===== src/rtl/core/eirltv_pkg.sv =====
// shared types, constants and codes for the eir length-tag-value record checker
// no dependencies; used by the top, classify and walker modules in rtl/core
package eirltv_pkg;

  localparam int BUFFER_BYTES_DEFAULT = 256;
  localparam int QUEUE_DEPTH_DEFAULT  = 2;

  localparam int BYTE_W    = 8;
  localparam int TAG_W     = 5;
  localparam int LEN_W     = 9;
  localparam int MAP_W     = 33;
  localparam int TAG_IDX_W = 6;
  localparam int STATUS_W  = 3;
  localparam int CFG_IDX_W = 2;
  localparam int CFG_DATA_W = 9;

  localparam logic [TAG_IDX_W-1:0] VENDOR_BIT = TAG_IDX_W'(32);

  // register reset values
  localparam logic [TAG_W-1:0]  VALID_TAG_LOW_RST  = TAG_W'(1);
  localparam logic [TAG_W-1:0]  VALID_TAG_HIGH_RST = TAG_W'(15);
  localparam logic [BYTE_W-1:0] VENDOR_TAG_RST     = BYTE_W'(255);
  localparam logic [LEN_W-1:0]  MAX_SIG_LEN_RST    = LEN_W'(240);

  typedef enum logic [CFG_IDX_W-1:0] {
    REG_VALID_TAG_LOW  = 2'd0,
    REG_VALID_TAG_HIGH = 2'd1,
    REG_VENDOR_TAG     = 2'd2,
    REG_MAX_SIG_LEN    = 2'd3
  } reg_index_t;

  typedef enum logic [STATUS_W-1:0] {
    ST_OK          = 3'd0,
    ST_UNKNOWN_TAG = 3'd1,
    ST_DUPLICATE   = 3'd2,
    ST_OVERRUN     = 3'd3,
    ST_TOO_LONG    = 3'd4
  } status_t;

  // classified byte, from front to walker
  typedef struct packed {
    logic [BYTE_W-1:0]    data_byte;
    logic                 last_byte;
    logic                 is_zero;
    logic                 tag_known;
    logic [TAG_IDX_W-1:0] tag_idx;
  } item_t;

  typedef struct packed {
    status_t          status;
    logic [LEN_W-1:0] kept_length;
    logic [LEN_W-1:0] significant_length;
    logic [MAP_W-1:0] tag_presence;
  } result_t;

endpackage


===== src/rtl/core/eir_ltv_record_checker_top.sv =====
// eir length-tag-value record checker: one byte per cycle in while full is low, one result per buffer out
// a byte accepted into the byte queue is walked from the queue head; a last byte's result
//   enters the result queue when that byte is walked and is readable once empty goes low
// throughput: one byte per cycle, except that a last byte waits while the result queue is full
// reset: synchronous active-high rst clears queues and walk, loads register reset values
// depends on eirltv_pkg, eirltv_classify, eirltv_fifo, eirltv_walker
module eir_ltv_record_checker_top #(
  parameter int BUFFER_BYTES = eirltv_pkg::BUFFER_BYTES_DEFAULT,
  parameter int QUEUE_DEPTH  = eirltv_pkg::QUEUE_DEPTH_DEFAULT
) (
  input  logic                              clk,
  input  logic                              rst,
  // input side, queue style
  input  logic                              push,
  output logic                              full,
  input  logic [eirltv_pkg::BYTE_W-1:0]     data_byte,
  input  logic                              last_byte,
  // result side, queue style
  output logic                              empty,
  input  logic                              pop,
  output logic [eirltv_pkg::STATUS_W-1:0]   status,
  output logic [eirltv_pkg::LEN_W-1:0]      kept_length,
  output logic [eirltv_pkg::LEN_W-1:0]      significant_length,
  output logic [eirltv_pkg::MAP_W-1:0]      tag_presence,
  // register write port
  input  logic                              cfg_write,
  input  logic [eirltv_pkg::CFG_IDX_W-1:0]  cfg_index,
  input  logic [eirltv_pkg::CFG_DATA_W-1:0] cfg_data
);

  localparam int ITEM_W = $bits(eirltv_pkg::item_t);
  localparam int RES_W  = $bits(eirltv_pkg::result_t);

  // configuration registers
  logic [eirltv_pkg::TAG_W-1:0]  valid_tag_low;
  logic [eirltv_pkg::TAG_W-1:0]  valid_tag_high;
  logic [eirltv_pkg::BYTE_W-1:0] vendor_tag;
  logic [eirltv_pkg::LEN_W-1:0]  max_significant_length;

  eirltv_pkg::item_t   front_item;
  eirltv_pkg::item_t   back_item;
  eirltv_pkg::result_t walk_res;
  eirltv_pkg::result_t out_res;
  logic [ITEM_W-1:0]   mid_pop_data;
  logic [RES_W-1:0]    out_pop_data;
  logic                mid_empty;
  logic                item_take;
  logic                res_push;
  logic                res_full;

  always_ff @(posedge clk) begin
    if (rst) begin
      valid_tag_low          <= eirltv_pkg::VALID_TAG_LOW_RST;
      valid_tag_high         <= eirltv_pkg::VALID_TAG_HIGH_RST;
      vendor_tag             <= eirltv_pkg::VENDOR_TAG_RST;
      max_significant_length <= eirltv_pkg::MAX_SIG_LEN_RST;
    end else if (cfg_write) begin
      unique case (eirltv_pkg::reg_index_t'(cfg_index))
        eirltv_pkg::REG_VALID_TAG_LOW:  valid_tag_low  <= cfg_data[eirltv_pkg::TAG_W-1:0];
        eirltv_pkg::REG_VALID_TAG_HIGH: valid_tag_high <= cfg_data[eirltv_pkg::TAG_W-1:0];
        eirltv_pkg::REG_VENDOR_TAG:     vendor_tag     <= cfg_data[eirltv_pkg::BYTE_W-1:0];
        eirltv_pkg::REG_MAX_SIG_LEN:    max_significant_length <= cfg_data;
        default: begin
        end
      endcase
    end
  end

  // front: tag classification of every byte as it arrives
  eirltv_classify u_classify (
    .data_byte      (data_byte),
    .last_byte      (last_byte),
    .valid_tag_low  (valid_tag_low),
    .valid_tag_high (valid_tag_high),
    .vendor_tag     (vendor_tag),
    .item           (front_item)
  );

  // queue between front and walker; its full flag is the input full
  eirltv_fifo #(
    .WIDTH (ITEM_W),
    .DEPTH (QUEUE_DEPTH)
  ) u_mid_fifo (
    .clk       (clk),
    .rst       (rst),
    .push      (push),
    .push_data (front_item),
    .full      (full),
    .pop       (item_take),
    .pop_data  (mid_pop_data),
    .empty     (mid_empty)
  );

  assign back_item = eirltv_pkg::item_t'(mid_pop_data);

  // back: record walk, one classified byte per cycle while the queue holds one and no last byte waits for result room
  eirltv_walker #(
    .BUFFER_BYTES (BUFFER_BYTES)
  ) u_walker (
    .clk                    (clk),
    .rst                    (rst),
    .item_valid             (!mid_empty),
    .item                   (back_item),
    .item_take              (item_take),
    .res_full               (res_full),
    .max_significant_length (max_significant_length),
    .res_push               (res_push),
    .res                    (walk_res)
  );

  // result queue parts the walker from the consumer
  eirltv_fifo #(
    .WIDTH (RES_W),
    .DEPTH (QUEUE_DEPTH)
  ) u_out_fifo (
    .clk       (clk),
    .rst       (rst),
    .push      (res_push),
    .push_data (walk_res),
    .full      (res_full),
    .pop       (pop),
    .pop_data  (out_pop_data),
    .empty     (empty)
  );

  assign out_res            = eirltv_pkg::result_t'(out_pop_data);
  assign status             = out_res.status;
  assign kept_length        = out_res.kept_length;
  assign significant_length = out_res.significant_length;
  assign tag_presence       = out_res.tag_presence;

endmodule


===== src/rtl/core/eirltv_fifo.sv =====
// small first-in first-out queue with full and empty flags
// depends on nothing; used for the classified byte queue and the result queue
module eirltv_fifo #(
  parameter int WIDTH = 8,
  parameter int DEPTH = 2
) (
  input  logic             clk,
  input  logic             rst,
  input  logic             push,
  input  logic [WIDTH-1:0] push_data,
  output logic             full,
  input  logic             pop,
  output logic [WIDTH-1:0] pop_data,
  output logic             empty
);

  localparam int PTR_W = (DEPTH > 1) ? $clog2(DEPTH) : 1;
  localparam int CNT_W = $clog2(DEPTH + 1);

  logic [WIDTH-1:0] mem [DEPTH];
  logic [PTR_W-1:0] wr_ptr;
  logic [PTR_W-1:0] rd_ptr;
  logic [CNT_W-1:0] count;
  logic             do_push;
  logic             do_pop;

  assign full     = (count == CNT_W'(DEPTH));
  assign empty    = (count == '0);
  assign do_push  = push && !full;
  assign do_pop   = pop && !empty;
  assign pop_data = mem[rd_ptr];

  always_ff @(posedge clk) begin
    if (do_push) begin
      mem[wr_ptr] <= push_data;
    end
  end

  always_ff @(posedge clk) begin
    if (rst) begin
      wr_ptr <= '0;
      rd_ptr <= '0;
      count  <= '0;
    end else begin
      if (do_push) begin
        wr_ptr <= (wr_ptr == PTR_W'(DEPTH - 1)) ? '0 : wr_ptr + PTR_W'(1);
      end
      if (do_pop) begin
        rd_ptr <= (rd_ptr == PTR_W'(DEPTH - 1)) ? '0 : rd_ptr + PTR_W'(1);
      end
      if (do_push && !do_pop) begin
        count <= count + CNT_W'(1);
      end else if (do_pop && !do_push) begin
        count <= count - CNT_W'(1);
      end
    end
  end

endmodule


===== src/rtl/core/eirltv_classify.sv =====
// front end: classifies each incoming byte as a possible tag
// depends on eirltv_pkg
module eirltv_classify (
  input  logic [eirltv_pkg::BYTE_W-1:0] data_byte,
  input  logic                          last_byte,
  input  logic [eirltv_pkg::TAG_W-1:0]  valid_tag_low,
  input  logic [eirltv_pkg::TAG_W-1:0]  valid_tag_high,
  input  logic [eirltv_pkg::BYTE_W-1:0] vendor_tag,
  output eirltv_pkg::item_t             item
);

  logic                         small_tag;
  logic [eirltv_pkg::TAG_W-1:0] tag5;
  logic                         in_range;

  assign small_tag = (data_byte[eirltv_pkg::BYTE_W-1:eirltv_pkg::TAG_W] == '0);
  assign tag5      = data_byte[eirltv_pkg::TAG_W-1:0];
  assign in_range  = small_tag && (tag5 >= valid_tag_low) && (tag5 <= valid_tag_high);

  always_comb begin
    item.data_byte = data_byte;
    item.last_byte = last_byte;
    item.is_zero   = (data_byte == '0);
    // vendor tag always maps to the extra presence bit
    if (data_byte == vendor_tag) begin
      item.tag_known = 1'b1;
      item.tag_idx   = eirltv_pkg::VENDOR_BIT;
    end else begin
      item.tag_known = in_range;
      item.tag_idx   = eirltv_pkg::TAG_IDX_W'(tag5);
    end
  end

endmodule


===== src/rtl/core/eirltv_walker.sv =====
// back end: walks the length-tag-value records and builds the result
// depends on eirltv_pkg
module eirltv_walker #(
  parameter int BUFFER_BYTES = eirltv_pkg::BUFFER_BYTES_DEFAULT
) (
  input  logic                         clk,
  input  logic                         rst,
  input  logic                         item_valid,
  input  eirltv_pkg::item_t            item,
  output logic                         item_take,
  input  logic                         res_full,
  input  logic [eirltv_pkg::LEN_W-1:0] max_significant_length,
  output logic                         res_push,
  output eirltv_pkg::result_t          res
);

  localparam int POS_W = $clog2(BUFFER_BYTES + 1);
  localparam int LEN_W = eirltv_pkg::LEN_W;
  localparam int MAP_W = eirltv_pkg::MAP_W;
  localparam int IDX_W = eirltv_pkg::TAG_IDX_W;

  typedef enum logic [1:0] {
    PH_LENGTH = 2'd0,
    PH_TAG    = 2'd1,
    PH_VALUE  = 2'd2,
    PH_ENDED  = 2'd3
  } phase_t;

  typedef enum logic [1:0] {
    ERR_NONE      = 2'd0,
    ERR_UNKNOWN   = 2'd1,
    ERR_DUPLICATE = 2'd2
  } err_t;

  phase_t           phase, phase_next;
  err_t             first_error, first_error_next;
  logic [POS_W-1:0] byte_position, byte_position_next;
  logic [LEN_W-1:0] next_record_start, next_record_start_next;
  logic [LEN_W-1:0] current_record_start, current_record_start_next;
  logic [LEN_W-1:0] cut_position, cut_position_next;
  logic [MAP_W-1:0] presence_map, presence_map_next;
  logic             pend_valid, pend_valid_next;
  logic [IDX_W-1:0] pend_idx, pend_idx_next;

  logic             in_buffer;
  logic [LEN_W-1:0] pos_ext;
  logic [LEN_W-1:0] pos_plus1;
  logic             record_done;
  logic [LEN_W-1:0] sig_len;
  eirltv_pkg::result_t res_next;

  // a last byte waits until the result queue has room
  assign item_take = item_valid && (!item.last_byte || !res_full);

  assign in_buffer   = (byte_position < POS_W'(BUFFER_BYTES));
  assign pos_ext     = LEN_W'(byte_position);
  assign pos_plus1   = pos_ext + LEN_W'(1);
  assign record_done = (next_record_start == pos_plus1);

  always_comb begin
    phase_next                = phase;
    first_error_next          = first_error;
    byte_position_next        = byte_position;
    next_record_start_next    = next_record_start;
    current_record_start_next = current_record_start;
    cut_position_next         = cut_position;
    presence_map_next         = presence_map;
    pend_valid_next           = pend_valid;
    pend_idx_next             = pend_idx;

    if (in_buffer) begin
      unique case (phase)
        PH_LENGTH: begin
          if (item.is_zero) begin
            phase_next             = PH_ENDED;
            next_record_start_next = pos_ext;
          end else begin
            current_record_start_next = pos_ext;
            next_record_start_next    = pos_plus1 + LEN_W'(item.data_byte);
            phase_next                = PH_TAG;
          end
        end
        PH_TAG: begin
          if (first_error == ERR_NONE) begin
            if (!item.tag_known) begin
              first_error_next  = ERR_UNKNOWN;
              cut_position_next = current_record_start;
            end else if (presence_map[item.tag_idx]) begin
              first_error_next  = ERR_DUPLICATE;
              cut_position_next = current_record_start;
            end else begin
              pend_valid_next = 1'b1;
              pend_idx_next   = item.tag_idx;
            end
          end
          phase_next = record_done ? PH_LENGTH : PH_VALUE;
        end
        PH_VALUE: begin
          if (record_done) begin
            phase_next = PH_LENGTH;
          end
        end
        PH_ENDED: begin
        end
        default: begin
        end
      endcase
      // tag bit counts only once its record closes inside the buffer
      if (phase_next == PH_LENGTH && pend_valid_next) begin
        presence_map_next = presence_map | (MAP_W'(1) << pend_idx_next);
        pend_valid_next   = 1'b0;
      end
      byte_position_next = byte_position + POS_W'(1);
    end
  end

  assign sig_len = next_record_start_next;

  always_comb begin
    res_next.significant_length = sig_len;
    res_next.tag_presence       = presence_map_next;
    priority if (sig_len > max_significant_length) begin
      res_next.status       = eirltv_pkg::ST_TOO_LONG;
      res_next.kept_length  = '0;
      res_next.tag_presence = '0;
    end else if (first_error_next == ERR_UNKNOWN) begin
      res_next.status      = eirltv_pkg::ST_UNKNOWN_TAG;
      res_next.kept_length = cut_position_next;
    end else if (first_error_next == ERR_DUPLICATE) begin
      res_next.status      = eirltv_pkg::ST_DUPLICATE;
      res_next.kept_length = cut_position_next;
    end else if (sig_len > LEN_W'(byte_position_next)) begin
      res_next.status      = eirltv_pkg::ST_OVERRUN;
      res_next.kept_length = current_record_start_next;
    end else begin
      res_next.status      = eirltv_pkg::ST_OK;
      res_next.kept_length = sig_len;
    end
  end

  assign res_push = item_take && item.last_byte;
  assign res      = res_next;

  always_ff @(posedge clk) begin
    if (rst || res_push) begin
      phase                <= PH_LENGTH;
      first_error          <= ERR_NONE;
      byte_position        <= '0;
      next_record_start    <= '0;
      current_record_start <= '0;
      cut_position         <= '0;
      presence_map         <= '0;
      pend_valid           <= 1'b0;
      pend_idx             <= '0;
    end else if (item_take) begin
      phase                <= phase_next;
      first_error          <= first_error_next;
      byte_position        <= byte_position_next;
      next_record_start    <= next_record_start_next;
      current_record_start <= current_record_start_next;
      cut_position         <= cut_position_next;
      presence_map         <= presence_map_next;
      pend_valid           <= pend_valid_next;
      pend_idx             <= pend_idx_next;
    end
  end

endmodule


===== config.mk =====
export PLATFORM = sky130hd
export DESIGN_NAME = eir_ltv_record_checker_top
export DESIGN_NICKNAME = d
export VERILOG_FILES = /design/src/rtl/core/eirltv_pkg.sv /design/src/rtl/core/eir_ltv_record_checker_top.sv /design/src/rtl/core/eirltv_fifo.sv /design/src/rtl/core/eirltv_classify.sv /design/src/rtl/core/eirltv_walker.sv
export SDC_FILE = /design/constraint.sdc
export NUM_CORES = 1
export LEC_CHECK = 0
export ABC_AREA = 1
export BUFFER_PORTS_ARGS = -buffer_cell sky130_fd_sc_hd__buf_4
export CAP_MARGIN = 20
export CORE_MARGIN = 2
export CORE_UTILIZATION = 30
export DETAILED_ROUTE_END_ITERATION = 10
export SLEW_MARGIN = 15
export SYNTH_ARGS = -nofsm -noshare
export SYNTH_HDL_FRONTEND = slang
export SYNTH_SLANG_ARGS = --single-unit

===== constraint.sdc =====
create_clock -name clk -period 6.2 [get_ports clk]
set_input_delay 0.93 -clock clk [delete_from_list [all_inputs] [get_ports clk]]
set_output_delay 0.93 -clock clk [all_outputs]
set_load 0.02 [all_outputs]

# Yosys cells after proc, flatten, opt, wreduce, memory -nomap -nowiden

Memories as Yosys holds them, arrays and structs flattened. A register that Yosys moved wholly into a read port is not among the register bits.
Cells that the tools add are included.

$add $sub $neg: 10
Magnitude comparators: 6
Equal/unequal tests: 11
Shifts and indexed selects: 1
Mux-type cells: 59
Bitwise gates (word level): 1
Reduce and logical (&&, ||, !) cells: 39

Operators with widths:

| kind                                               | count |
|---|---|
| 2-to-1 mux 9 bit                                   | 12 |
| 2-to-1 mux 33 bit                                  | 3 |
| 2-to-1 mux 12 bit                                  | 3 |
| bitwise OR 33 bit                                  | 1 |
| << shifter 1 x 6 -> 33 bit, first input constant   | 1 |
| 2-to-1 mux 6 bit                                   | 5 |
| 2-to-1 mux 2 bit                                   | 13 |
| 2-to-1 mux 1 bit                                   | 19 |
| > comparator 9 bit                                 | 2 |
| logical AND 1 bit                                  | 13 |
| equality test 2 bit, second input constant         | 6 |
| logical NOT 2 bit                                  | 6 |
| 2-to-1 mux 11 bit                                  | 1 |
| AND reduction 2 bit                                | 5 |
| adder 9 x 1 -> 9 bit, second input constant        | 1 |
| adder 9 x 8 -> 9 bit                               | 1 |
| equality test 9 bit                                | 1 |
| logical NOT 1 bit                                  | 9 |
| < comparator 9 bit, second input constant          | 1 |
| equality test 8 bit                                | 1 |
| logical NOT 8 bit                                  | 1 |
| < comparator 6 x 7 -> 1 bit, second input constant | 1 |
| 2-to-1 mux 7 bit                                   | 1 |
| binary-select mux 1 bit (select 6 bit)             | 1 |
| 10 further kinds                                   | 19 |

Register bits: 115
RAM bits: 142
Input port bits: 25
Output and inout bits: 56
Logic and storage cells: 148
Memories: 2

Memories:

| memory         | depth | bits a word | read ports | clocked after memory_dff | write ports | line              | text |
|---|---|---|---|---|---|---|---|
| u_out_fifo.mem | 2     | 54          | 1          | 1                        | 1           | eirltv_fifo.sv:20 | `logic [WIDTH-1:0] mem [DEPTH];` |
| u_mid_fifo.mem | 2     | 17          | 1          | 1                        | 1           | eirltv_fifo.sv:20 |  |

# Depth between registers and ports, before layout

Gate-level depths: netlist of run 1.

Depth in word-level cells: 12
Mapped depth: 28
Depth with buffers taken out: 27

# By module

From an unflattened synthesis of run 1, not the netlist that was laid out.

Cells, all modules: 1436
Area total of the unflattened synthesis: 13325.3 um2

By module, submodules not included:

| module                     | instances | cells an instance | area each (um2) | sequential area each (um2) |
|---|---|---|---|---|
| eirltv_walker              | 1         | 892               | 5750.5          | 1601.5 |
| eirltv_fifo (u_out_fifo)   | 1         | 205               | 4396.7          | 3343.2 |
| eirltv_fifo (u_mid_fifo)   | 1         | 90                | 1534.0          | 1121.1 |
| eir_ltv_record_checker_top | 1         | 146               | 1083.5          | 540.5 |
| eirltv_classify            | 1         | 103               | 560.5           | 0.0 |

# Worst setup path before layout of run 1

OpenSTA, ideal clock, no wires.

Path kind: reg-to-reg
From: reg with a tool-made name
To: mem u_out_fifo.mem[1][0] in the netlist's numbering (enable)
Setup time: 467 ps
Arrival time: 3562 ps
Data required time: 5733 ps
Slack: 2170 ps
Stages on the path, launching flop included: 11
Buffers on the path: 2
Clock period less this slack: 4030 ps
Path through: dfxtp_1 buf_6 inv_4 clkbuf_1 nand2_1 nand2_1 nand3_1 o21ai_0 inv_1 nand2_1 nor2_1

RTL lines:

| item      | line |
|---|---|
| to (decl) | eirltv_fifo.sv:20 |

==> flow_metrics.env, run 1 <==
export IMPL_max_freq_mhz=189.5
export IMPL_gp_congestion=0.9199
export IMPL_grt_pass1_vias=9722
export IMPL_nets=1573
export IMPL_hold_viol=0
export IMPL_avgSynthCellArea_um2=8.862
export IMPL_std_cell_rows=75
export IMPL_grt_max_degree=61
export IMPL_antenna_diode_count=0
export IMPL_finalPower_uw=7440
export IMPL_cts_setup_buffers=0
export IMPL_crit_path_end_kind="register"
export IMPL_worstPathCellList="inv_4 -> or2_2 -> o21ai_0 -> fa_1 -> o211ai_1 -> nand2_1 -> nand2_1 -> a21oi_1 -> xor2_1 -> nand2_1 -> o211ai_1 -> nand2_1 -> ha_1 -> nand2_1 -> or4_1 -> nand2_1 -> clkinv_1 -> buf_4 -> a21oi_1"
export IMPL_clock_path_buffers=3
export IMPL_tightest_slew_ns=0.9979
export IMPL_h_tree_depth=1
export IMPL_synth_top_area_cell="edfxtp_1"
export IMPL_portBuffers=80
export IMPL_slowest_stage="dfxtp_1"
export IMPL_timing_critical_path_mode_cell="nand2_1"
export IMPL_grt_pass1_wl_um=52940
export IMPL_finalMaxSlewViolations=0
export IMPL_postLayoutCoreUtil_pct=35.43
export IMPL_vias_per_cell=4.893
export IMPL_cts_resized=0
export IMPL_ant_nets=0
export IMPL_cts_tree="built"
export IMPL_die_x_um=209.9
export IMPL_clk_pin_slew_ns=0.06
export IMPL_synth_top_area_share_pct=33.53
export IMPL_drv_cap=0
export IMPL_remaining_drc_errors=0
export IMPL_vdd_drop_max_mv=0.2375
export IMPL_cp_max_fo=36
export IMPL_fill_cells=4266
export IMPL_ios=81
export IMPL_p_per_area_nw_per_um2=501.7
export IMPL_core_area_um2=41850
export IMPL_rsz0062_at_grt="false"
export IMPL_syn_to_final_growth_pct=16.61
export IMPL_crit_required_ns=6.57
export IMPL_grt_use_total_pct=15.11
export IMPL_dp_hpwl_um=23660
export IMPL_cp_arrival_ns=5.65
export IMPL_min_period_over_period_pct=85.11
export IMPL_die_area_um2=44050
export IMPL_max_slew_margin_pct=32.77
export IMPL_syn_inst=1435
export IMPL_grt_overflow_total=0
export IMPL_synth_area_top_cells="edfxtp_1 34%, dfxtp_1 18%, nand2_1 8.6%"
export IMPL_antenna_found_initial=0
export IMPL_final_setup_viol_count=0
export IMPL_min_path_type="reg2reg"
export IMPL_skew_ns=0.02946
export IMPL_cpPeakStageDelay_ns=0.76
export IMPL_vias=10100
export IMPL_crit_type="reg2reg"
export IMPL_start_util_pct=30.39
export IMPL_final_cell_mix="290 x nand2_1, 175 x inv_1, 165 x a21oi_1"
export IMPL_yosysSeqAreaShare_pct=51.95
export IMPL_synth_seq_cells=259
export IMPL_ctsHoldBuffers=0
export IMPL_startpoint_type="register"
export IMPL_yosys_cell_types_count=47
export IMPL_root_buffer="clkbuf_16"
export IMPL_yosysWarnings=0
export IMPL_dr_pass1_iters=6
export IMPL_status="finished clean"
export IMPL_drt_iter0_drc=675
export IMPL_drive_above_1_share_pct=15.40
export IMPL_die_y_um=209.9
export IMPL_synth_nets=1505
export IMPL_wl_per_cell_um=16.36
export IMPL_cts_sinks=259
export IMPL_routed_wirelength_um=33790
export IMPL_final_common_cell="nand2_1"
export IMPL_clkLatencyLatePin_ns=0.56
export IMPL_syn_area_um2=12720
export IMPL_fin_crit_ns=5.277
export IMPL_cts_buffers=29
export IMPL_p_leak_uw=0.006042
export IMPL_fin_tns_setup_ns=0
==> synthesized netlist by cell type (all sizes together) <==
library cell / instances
dfxtp: 117
a22oi: 2
mux2i: 1
inv: 180
o21a: 2
a31oi: 1
buf: 11
nor4: 1
or4: 1
ha: 44
mux2: 54
nand3: 83
nor3: 11
o21bai: 4
o22ai: 1
o21ai: 138
nand3b: 1
o211ai: 12
clkbuf: 44
nand2: 297
clkinv: 1
o221ai: 1
a211oi: 3
a31o: 1
or2: 14
xor2: 4
fa: 1
a21oi: 165
xnor2: 6
edfxtp: 142
nor2: 73
nand4: 19
==> flip-flops by register name, indices dropped and copies added, names as in the netlist, 5 cells and up, named ones only <==
register	count
u_out_fifo.mem	108
u_mid_fifo.mem	34
u_walker.presence_map	33
max_significant_length	9
u_walker.byte_position	9
u_walker.current_record_start	9
u_walker.cut_position	9
u_walker.next_record_start	9
vendor_tag	8
u_walker.pend_idx	6
valid_tag_high	5
valid_tag_low	5
==> cells by family (layout without fill, tap and decap cells) <==
group	after synthesis	after routing	share of synthesized area [%]
flip-flops	259	259	51.95
AND/OR/NAND/NOR	500	500	17.04
AO/OA/AOI/OAI	330	330	13.64
adder cells (fa/ha/maj)	45	45	4.486
buffers and inverters	236	327	7.339
multiplexers	55	55	4.860
XOR/XNOR	10	10	0.6887
==> final timing paths <==
kind	start	end	slack (ns)	cells after the start
hold reg to reg	u_mid_fifo.rd_ptr$_SDFFE_PP0P_	u_mid_fifo.rd_ptr$_SDFFE_PP0P_	0.45	1
setup reg to reg	register	u_out_fifo.mem[1][19]$_DFFE_PP_	0.92	19
setup / recovery	register	u_out_fifo.mem[1][19]$_DFFE_PP_	0.92	19
hold / removal	u_mid_fifo.rd_ptr$_SDFFE_PP0P_	u_mid_fifo.rd_ptr$_SDFFE_PP0P_	0.45	1
==> per-layer routing <==
layer  global-route usage (%)  up-vias  routed length [um]
met5                        0        -                   0
met4                    4.500        0                1069
met3                    2.693       70                1991
met2                    26.15      310               16100
met1                    19.23     4736               14630
li1                         -     4988                   -
==> metrics by stage <==
stage / setup slack [ns] / cells / hold slack, ns / area (um^2)
2_1_floorplan: 2.170 / 1435 / 0.4257 / 12720
3_3_place_gp: 1.167 / 2011 / 0.4391 / 13850
3_5_place_dp: 0.9835 / 2011 / 0.4421 / 13850
4_1_cts: 0.9726 / 2065 / 0.4499 / 14820
5_1_grt: 0.5393 / 2065 / 0.4823 / 14830
6_report: 0.9233 / 2065 / 0.4501 / 14830
==> critical path, delay by kind of cell, from the launching register on <==
family | cells | cell delay [ns]
fa+ha+maj | 2 | 0.70
simple gates | 8 | 1.82
flops | 1 | 0.76
compound gates | 5 | 0.99
xor+xnor | 1 | 0.21
buf+inv | 3 | 0.60
==> area by class of cell <==
type | count | area, um^2 | area share, %
inverter | 181 | 681.9 | 4.598
multi-input combinational | 940 | 5202 | 35.08
tap | 539 | 674.4 | 4.548
clock buffer | 35 | 768.2 | 5.181
clock inverter | 19 | 203.9 | 1.375
sequential | 259 | 6608 | 44.56
timing repair buffer | 92 | 690.7 | 4.657
==> power breakdown <==
group          total (uW)  internal, uW  switching [uW]
combinational        3250          1060            2180
sequential           2440          2300             145
clock                1750          1020             728
Note: power is estimated with default switching activity, not from simulation.
==> run 2, diff against run 1 <==
--- a/config.mk
+++ b/config.mk
@@ -11,6 +11,7 @@
 export CORE_MARGIN = 2
 export CORE_UTILIZATION = 30
 export DETAILED_ROUTE_END_ITERATION = 10
+export MAX_ROUTING_LAYER = met4
 export SLEW_MARGIN = 15
 export SYNTH_ARGS = -nofsm -noshare
 export SYNTH_HDL_FRONTEND = slang
==> run 2 against run 1 <==
Combinational power barely moved. Global-route usage grew 0.66 points. Non-clock buffer count unchanged. Die area is the same. Final cell count decreased by 0.19%. Flip-flop and latch count did not move. Design area is 0.61% lower. Clock power decreased by 6%. Sequential power about the same. Critical endpoint is now u_out_fifo.mem[1][25]$_DFFE_PP_. Clock skew down 0.017 ns.
==> flow_metrics.env, run 2 (synthesis results as in run 1) <==
export IMPL_status="finished clean"
export IMPL_grt_pass1_wl_um=53590
export IMPL_wl_per_cell_um=16.54
export IMPL_ant_nets=0
export IMPL_crit_path_end_kind="register"
export IMPL_worstPathCellList="inv_4 -> or2_2 -> o21ai_0 -> fa_1 -> o211ai_1 -> nand2_1 -> nand2_1 -> a21oi_1 -> xor2_1 -> nand2_1 -> o211ai_1 -> nand2_1 -> ha_1 -> nand2_1 -> or4_1 -> nand2_1 -> clkinv_1 -> buf_4 -> a21oi_1"
export IMPL_routed_wirelength_um=34100
export IMPL_max_freq_mhz=189.2
export IMPL_antenna_diode_count=0
export IMPL_r2r_setup_slack_ns=0.92
export IMPL_drv_cap=0
export IMPL_fin_tns_setup_ns=0
export IMPL_fill_cells=4276
export IMPL_die_x_um=209.9
export IMPL_startpoint_type="register"
export IMPL_crit_type="reg2reg"
export IMPL_skew_ns=0.01197
export IMPL_die_y_um=209.9
export IMPL_final_cell_mix="290 x nand2_1, 175 x inv_1, 165 x a21oi_1"
export IMPL_cp_max_fo=36
export IMPL_finalMaxSlewViolations=0
export IMPL_ios=81
export IMPL_portBuffers=80
export IMPL_reg_largest_list="u_out_fifo.mem (108), u_mid_fifo.mem (34), u_walker.presence_map (33)"
export IMPL_cts_sinks=259
export IMPL_finalPower_uw=7305
export IMPL_gp_congestion=0.9596
export IMPL_min_path_type="reg2reg"
export IMPL_clock_path_buffers=3
export IMPL_ctsHoldBuffers=0
export IMPL_drt_iter0_drc=735
export IMPL_holdPathEnd="valid_tag_low[3]$_SDFFE_PP0P_"
export IMPL_tightest_slew_ns=1.008
export IMPL_antenna_found_initial=0
export IMPL_grt_max_degree=61
export IMPL_final_setup_viol_count=0
export IMPL_p_leak_uw=0.006001
export IMPL_grt_pass1_vias=9757
export IMPL_hold_viol=0
export IMPL_dp_hpwl_um=23770
export IMPL_clkLatencyLatePin_ns=0.55
export IMPL_vias_per_cell=4.891
export IMPL_std_cell_rows=75
export IMPL_grt_use_total_pct=15.76
export IMPL_largest_reg_flops=108
export IMPL_cts_setup_buffers=0
export IMPL_regArea_um2=6608
export IMPL_hp_start="valid_tag_low[3]$_SDFFE_PP0P_"
export IMPL_cpPeakStageDelay_ns=0.78
export IMPL_dr_pass1_iters=5
export IMPL_vias=10080
export IMPL_cts_resized=0
export IMPL_vdd_drop_max_mv=0.2008
export IMPL_grt_overflow_total=0
export IMPL_regMostFlops="u_out_fifo.mem"
export IMPL_final_common_cell="nand2_1"
export IMPL_rsz0062_at_grt="false"
export IMPL_fin_crit_ns=5.285
export IMPL_clk_pin_slew_ns=0.06
export IMPL_cts_tree="built"
export IMPL_min_period_over_period_pct=85.24
export IMPL_cp_arrival_ns=5.65
export IMPL_h_tree_depth=1
export IMPL_p_per_area_nw_per_um2=495.6
export IMPL_drive_above_1_share_pct=14.85
export IMPL_root_buffer="clkbuf_16"
export IMPL_slowest_stage="dfxtp_1"
export IMPL_multi_input_area_um2=5202
export IMPL_min_delay_path_depth=2
export IMPL_timing_critical_path_mode_cell="nand2_1"
export IMPL_max_slew_margin_pct=32.28
export IMPL_r2r_cells=19
export IMPL_cts_buffers=27
export IMPL_crit_required_ns=6.56
export IMPL_regToRegEndpoint="u_out_fifo.mem[1][25]$_DFFE_PP_"
export IMPL_core_area_um2=41850
export IMPL_start_util_pct=30.39
export IMPL_syn_to_final_growth_pct=15.90
export IMPL_remaining_drc_errors=0
export IMPL_nets=1571
export IMPL_die_area_um2=44050
-- run 2: changes by cell type in the layout (fill, tap and decap cells not counted), sizes merged --
cell	previous run	this run
inv	187	183
clkbuf	35	34
clkinv	7	10
clkinvlp	3	1
-- run 2: how the worst max path moves through the flow --
stage	end	cells after the start	slack [ns]
2_1_floorplan	u_out_fifo.mem[1][0]$_DFFE_PP_	10	2.17
3_3_place_gp	u_out_fifo.mem[0][9]$_DFFE_PP_	22	1.14
3_5_place_dp	u_out_fifo.mem[0][25]$_DFFE_PP_	19	0.95
4_1_cts	u_out_fifo.mem[1][25]$_DFFE_PP_	19	0.94
5_1_grt	u_out_fifo.mem[1][5]$_DFFE_PP_	22	0.57
6_report	u_out_fifo.mem[1][25]$_DFFE_PP_	19	0.92
-- run 2: layout make-up --
| type | instances | share of cell area (%) |
|---|---|---|
| clock buffers | 34 | 4.830 |
| well taps | 539 | 4.576 |
| flip-flops and latches | 259 | 44.83 |
| multi-input cells | 940 | 35.30 |
| repair buffers | 92 | 4.686 |
| inverters | 181 | 4.626 |
| clock inverters | 16 | 1.155 |
-- run 2: metal layers --
metal  routed length, um  global-route usage [%]
met2               16720                   27.02
met3                1608                   2.454
met4                 799                   4.182
met5                   0                       -
met1               14970                   19.36
-- run 2: power by group --
group / internal [uW] / total (uW) / switching (uW)
Combinational: 1060 / 3230 / 2170
Sequential: 2300 / 2440 / 142
Clock: 944 / 1640 / 691
Total: 4310 / 7310 / 3000
-- run 2: critical path, delay by kind of cell, from the launching register on --
| family | cells | cell delay [ns] |
|---|---|---|
| DFF | 1 | 0.78 |
| buffers and inverters | 3 | 0.60 |
| AOI/OAI and AO/OA | 5 | 0.96 |
| xor gates and xnor gates | 1 | 0.20 |
| and+or+nand+nor | 8 | 1.82 |
| adders and majority gates | 2 | 0.69 |
-- run 2: stage by stage --
step | cell area, um^2 | hold slack (ns) | utilization (%) | setup slack (ns) | std cells
final | 14740 | 0.4554 | 35.22 | 0.9152 | 2061
after global routing | 14740 | 0.4847 | 35.22 | 0.5699 | 2061
after CTS | 14730 | 0.4599 | 35.20 | 0.9391 | 2061
after detailed placement | 13850 | 0.4505 | 33.09 | 0.9512 | 2011
after global placement | 13850 | 0.4382 | 33.09 | 1.144 | 2011
after floorplan | 12720 | 0.4257 | - | 2.170 | 1435
==> run 3, diff against run 2 <==
--- a/config.mk
+++ b/config.mk
@@ -6,11 +6,11 @@
 export NUM_CORES = 1
 export LEC_CHECK = 0
 export ABC_AREA = 1
-export BUFFER_PORTS_ARGS = -buffer_cell sky130_fd_sc_hd__buf_4
 export CAP_MARGIN = 20
 export CORE_MARGIN = 2
 export CORE_UTILIZATION = 30
 export DETAILED_ROUTE_END_ITERATION = 10
+export DONT_BUFFER_PORTS = 1
 export MAX_ROUTING_LAYER = met4
 export SLEW_MARGIN = 15
 export SYNTH_ARGS = -nofsm -noshare
==> run 3 against run 2 <==
Utilization fell by 1.3 points. Design area shrank 3.8%. Count of clock-buffer cells in the layout increased by 6. Largest cell class unchanged. Largest power group unchanged. Highest routed layer unchanged.
==> flow_metrics.env, run 3 (synthesis results as in run 1) <==
export IMPL_crit_path_end_kind="register"
export IMPL_wl_per_cell_um=16.62
export IMPL_antenna_found_initial=0
export IMPL_grt_overflow_total=0
export IMPL_nets=1495
export IMPL_dp_hpwl_um=23430
export IMPL_drive_above_1_share_pct=10.30
export IMPL_routed_wirelength_um=33010
export IMPL_p_per_area_nw_per_um2=498.7
export IMPL_final_cell_mix="290 x nand2_1, 175 x inv_1, 165 x a21oi_1"
export IMPL_grt_max_degree=60
export IMPL_multi_input_area_um2=5196
export IMPL_h_tree_depth=1
export IMPL_finalMaxSlewViolations=0
export IMPL_dp_slack_ns=1.039
export IMPL_grt_pass1_vias=9321
export IMPL_clk_pin_slew_ns=0.06
export IMPL_vias=9759
export IMPL_skew_ns=0.01136
export IMPL_regMostFlops="u_out_fifo.mem"
export IMPL_cp_arrival_ns=5.52
export IMPL_final_setup_viol_count=0
export IMPL_drt_iter0_drc=807
export IMPL_crit_required_ns=6.56
export IMPL_min_period_over_period_pct=83.18
export IMPL_final_common_cell="nand2_1"
export IMPL_largest_reg_flops=108
export IMPL_tightest_slew_ns=0.9763
export IMPL_fill_cells=4297
export IMPL_remaining_drc_errors=0
export IMPL_gp_congestion=0.9361
export IMPL_start_util_pct=30.39
export IMPL_syn_to_final_growth_pct=11.55
export IMPL_ios=81
export IMPL_vdd_drop_max_mv=0.2036
export IMPL_status="finished clean"
export IMPL_std_cell_rows=75
export IMPL_clkLatencyLatePin_ns=0.55
export IMPL_dr_pass1_iters=5
export IMPL_r2r_setup_slack_ns=1.04
export IMPL_min_path_type="reg2reg"
export IMPL_clock_path_buffers=3
export IMPL_cp_max_fo=36
export IMPL_hold_viol=0
export IMPL_portBuffers=0
export IMPL_regArea_um2=6608
export IMPL_root_buffer="clkbuf_16"
export IMPL_holdPathEnd="u_mid_fifo.rd_ptr$_SDFFE_PP0P_"
export IMPL_ant_nets=0
export IMPL_cts_resized=0
export IMPL_crit_type="reg2reg"
export IMPL_hp_start="u_mid_fifo.rd_ptr$_SDFFE_PP0P_"
export IMPL_fin_crit_ns=5.157
export IMPL_reg_largest_list="u_out_fifo.mem (108), u_mid_fifo.mem (34), u_walker.presence_map (33)"
export IMPL_cts_sinks=259
export IMPL_core_area_um2=41850
export IMPL_ctsHoldBuffers=0
export IMPL_fin_tns_setup_ns=0
export IMPL_vias_per_cell=4.914
export IMPL_regToRegEndpoint="u_out_fifo.mem[0][10]$_DFFE_PP_"
export IMPL_die_x_um=209.9
export IMPL_die_area_um2=44050
export IMPL_max_freq_mhz=193.9
export IMPL_cts_setup_buffers=0
export IMPL_min_delay_path_depth=1
export IMPL_r2r_cells=22
export IMPL_p_leak_uw=0.005652
export IMPL_startpoint_type="register"
export IMPL_fin_ws_ns=1.043
export IMPL_cts_buffers=28
export IMPL_grt_pass1_wl_um=51380
export IMPL_rsz0062_at_grt="false"
export IMPL_grt_use_total_pct=15.23
export IMPL_drv_cap=0
export IMPL_antenna_diode_count=0
export IMPL_max_slew_margin_pct=34.22
export IMPL_r2r_start="u_walker.byte_position[0]$_SDFFE_PP0P_"
export IMPL_die_y_um=209.9
export IMPL_cts_tree="built"
## run 3: changes by cell type in the layout (fill, tap and decap cells not counted), moves of 2 or more
cell,change
buf_4,-79
clkbuf_16,+3
clkinv_2,+3
clkbuf_1,+2
clkinv_1,-2
inv_6,-2
## run 3: critical path: stages, from the launching register on
cell      delay [ns]
dfxtp_1         0.52
ha_1            0.32
nand3_1         0.13
nor2_1          0.21
nand3_1         0.12
nand2_1         0.15
inv_1           0.07
ha_1            0.35
nand2_1         0.10
inv_1           0.04
nand4_1         0.07
o211ai_1        0.10
xnor2_1         0.21
nand2_1         0.08
o211ai_1        0.18
nand2_1         0.28
ha_1            0.38
nand2_1         0.05
or4_1           0.46
nand2_1         0.44
clkinv_1        0.13
buf_4           0.27
a21oi_1         0.27
## run 3: power breakdown
| group | switching (uW) | leakage (uW) | internal [uW] | total (uW) |
|---|---|---|---|---|
| registers | 137 | 0.00226 | 2300 | 2440 |
| clock network | 688 | 0.000456 | 988 | 1680 |
| logic | 2110 | 0.00293 | 857 | 2960 |
| total | 2930 | 0.00565 | 4140 | 7070 |
## run 3: how the worst max path moves through the flow
| stage | slack (ns) | cells past startpoint | startpoint | end |
|---|---|---|---|---|
| global placement | 1.13 | 19 | register | u_out_fifo.mem[0][11]$_DFFE_PP_ |
| CTS | 1.04 | 19 | register | u_out_fifo.mem[1][7]$_DFFE_PP_ |
| floorplan | 2.17 | 10 | register | u_out_fifo.mem[1][0]$_DFFE_PP_ |
| finish | 1.04 | 22 | u_walker.byte_position[0]$_SDFFE_PP0P_ | u_out_fifo.mem[0][10]$_DFFE_PP_ |
| detailed placement | 1.04 | 19 | register | u_out_fifo.mem[1][7]$_DFFE_PP_ |
| global route | 0.65 | 22 | u_walker.byte_position[0]$_SDFFE_PP0P_ | u_out_fifo.mem[0][10]$_DFFE_PP_ |
## run 3: routing by layer
layer	vias to the layer above	part of all wire [%]	track usage (%)
li1	4842	-	-
met1	4576	43	19.04
met2	271	47	24.77
met3	70	6.2	3.038
met4	0	3.5	4.989
met5	-	0	-
## run 3: layout make-up
cell class,instances,area share [%]
clock buffers,40,5.698
well taps,539,4.754
flip-flops and latches,259,46.58
multi-input cells,940,36.63
inverters,181,4.807
clock inverters,12,0.7850
repair buffers,15,0.7497
## run 3: metrics by stage
stage          area (um^2)  power, uW  std cells  hold WS [ns]  util, %
3_5_place_dp         13270       5458       1934        0.4441    31.70
3_3_place_gp         13260       5413       1932        0.4393    31.68
4_1_cts              14190       7158       1986        0.4536    33.90
5_1_grt              14190       7589       1986        0.4503    33.90
2_1_floorplan        12720       4653       1435        0.4257        -
6_report             14190       7074       1986        0.4525    33.90
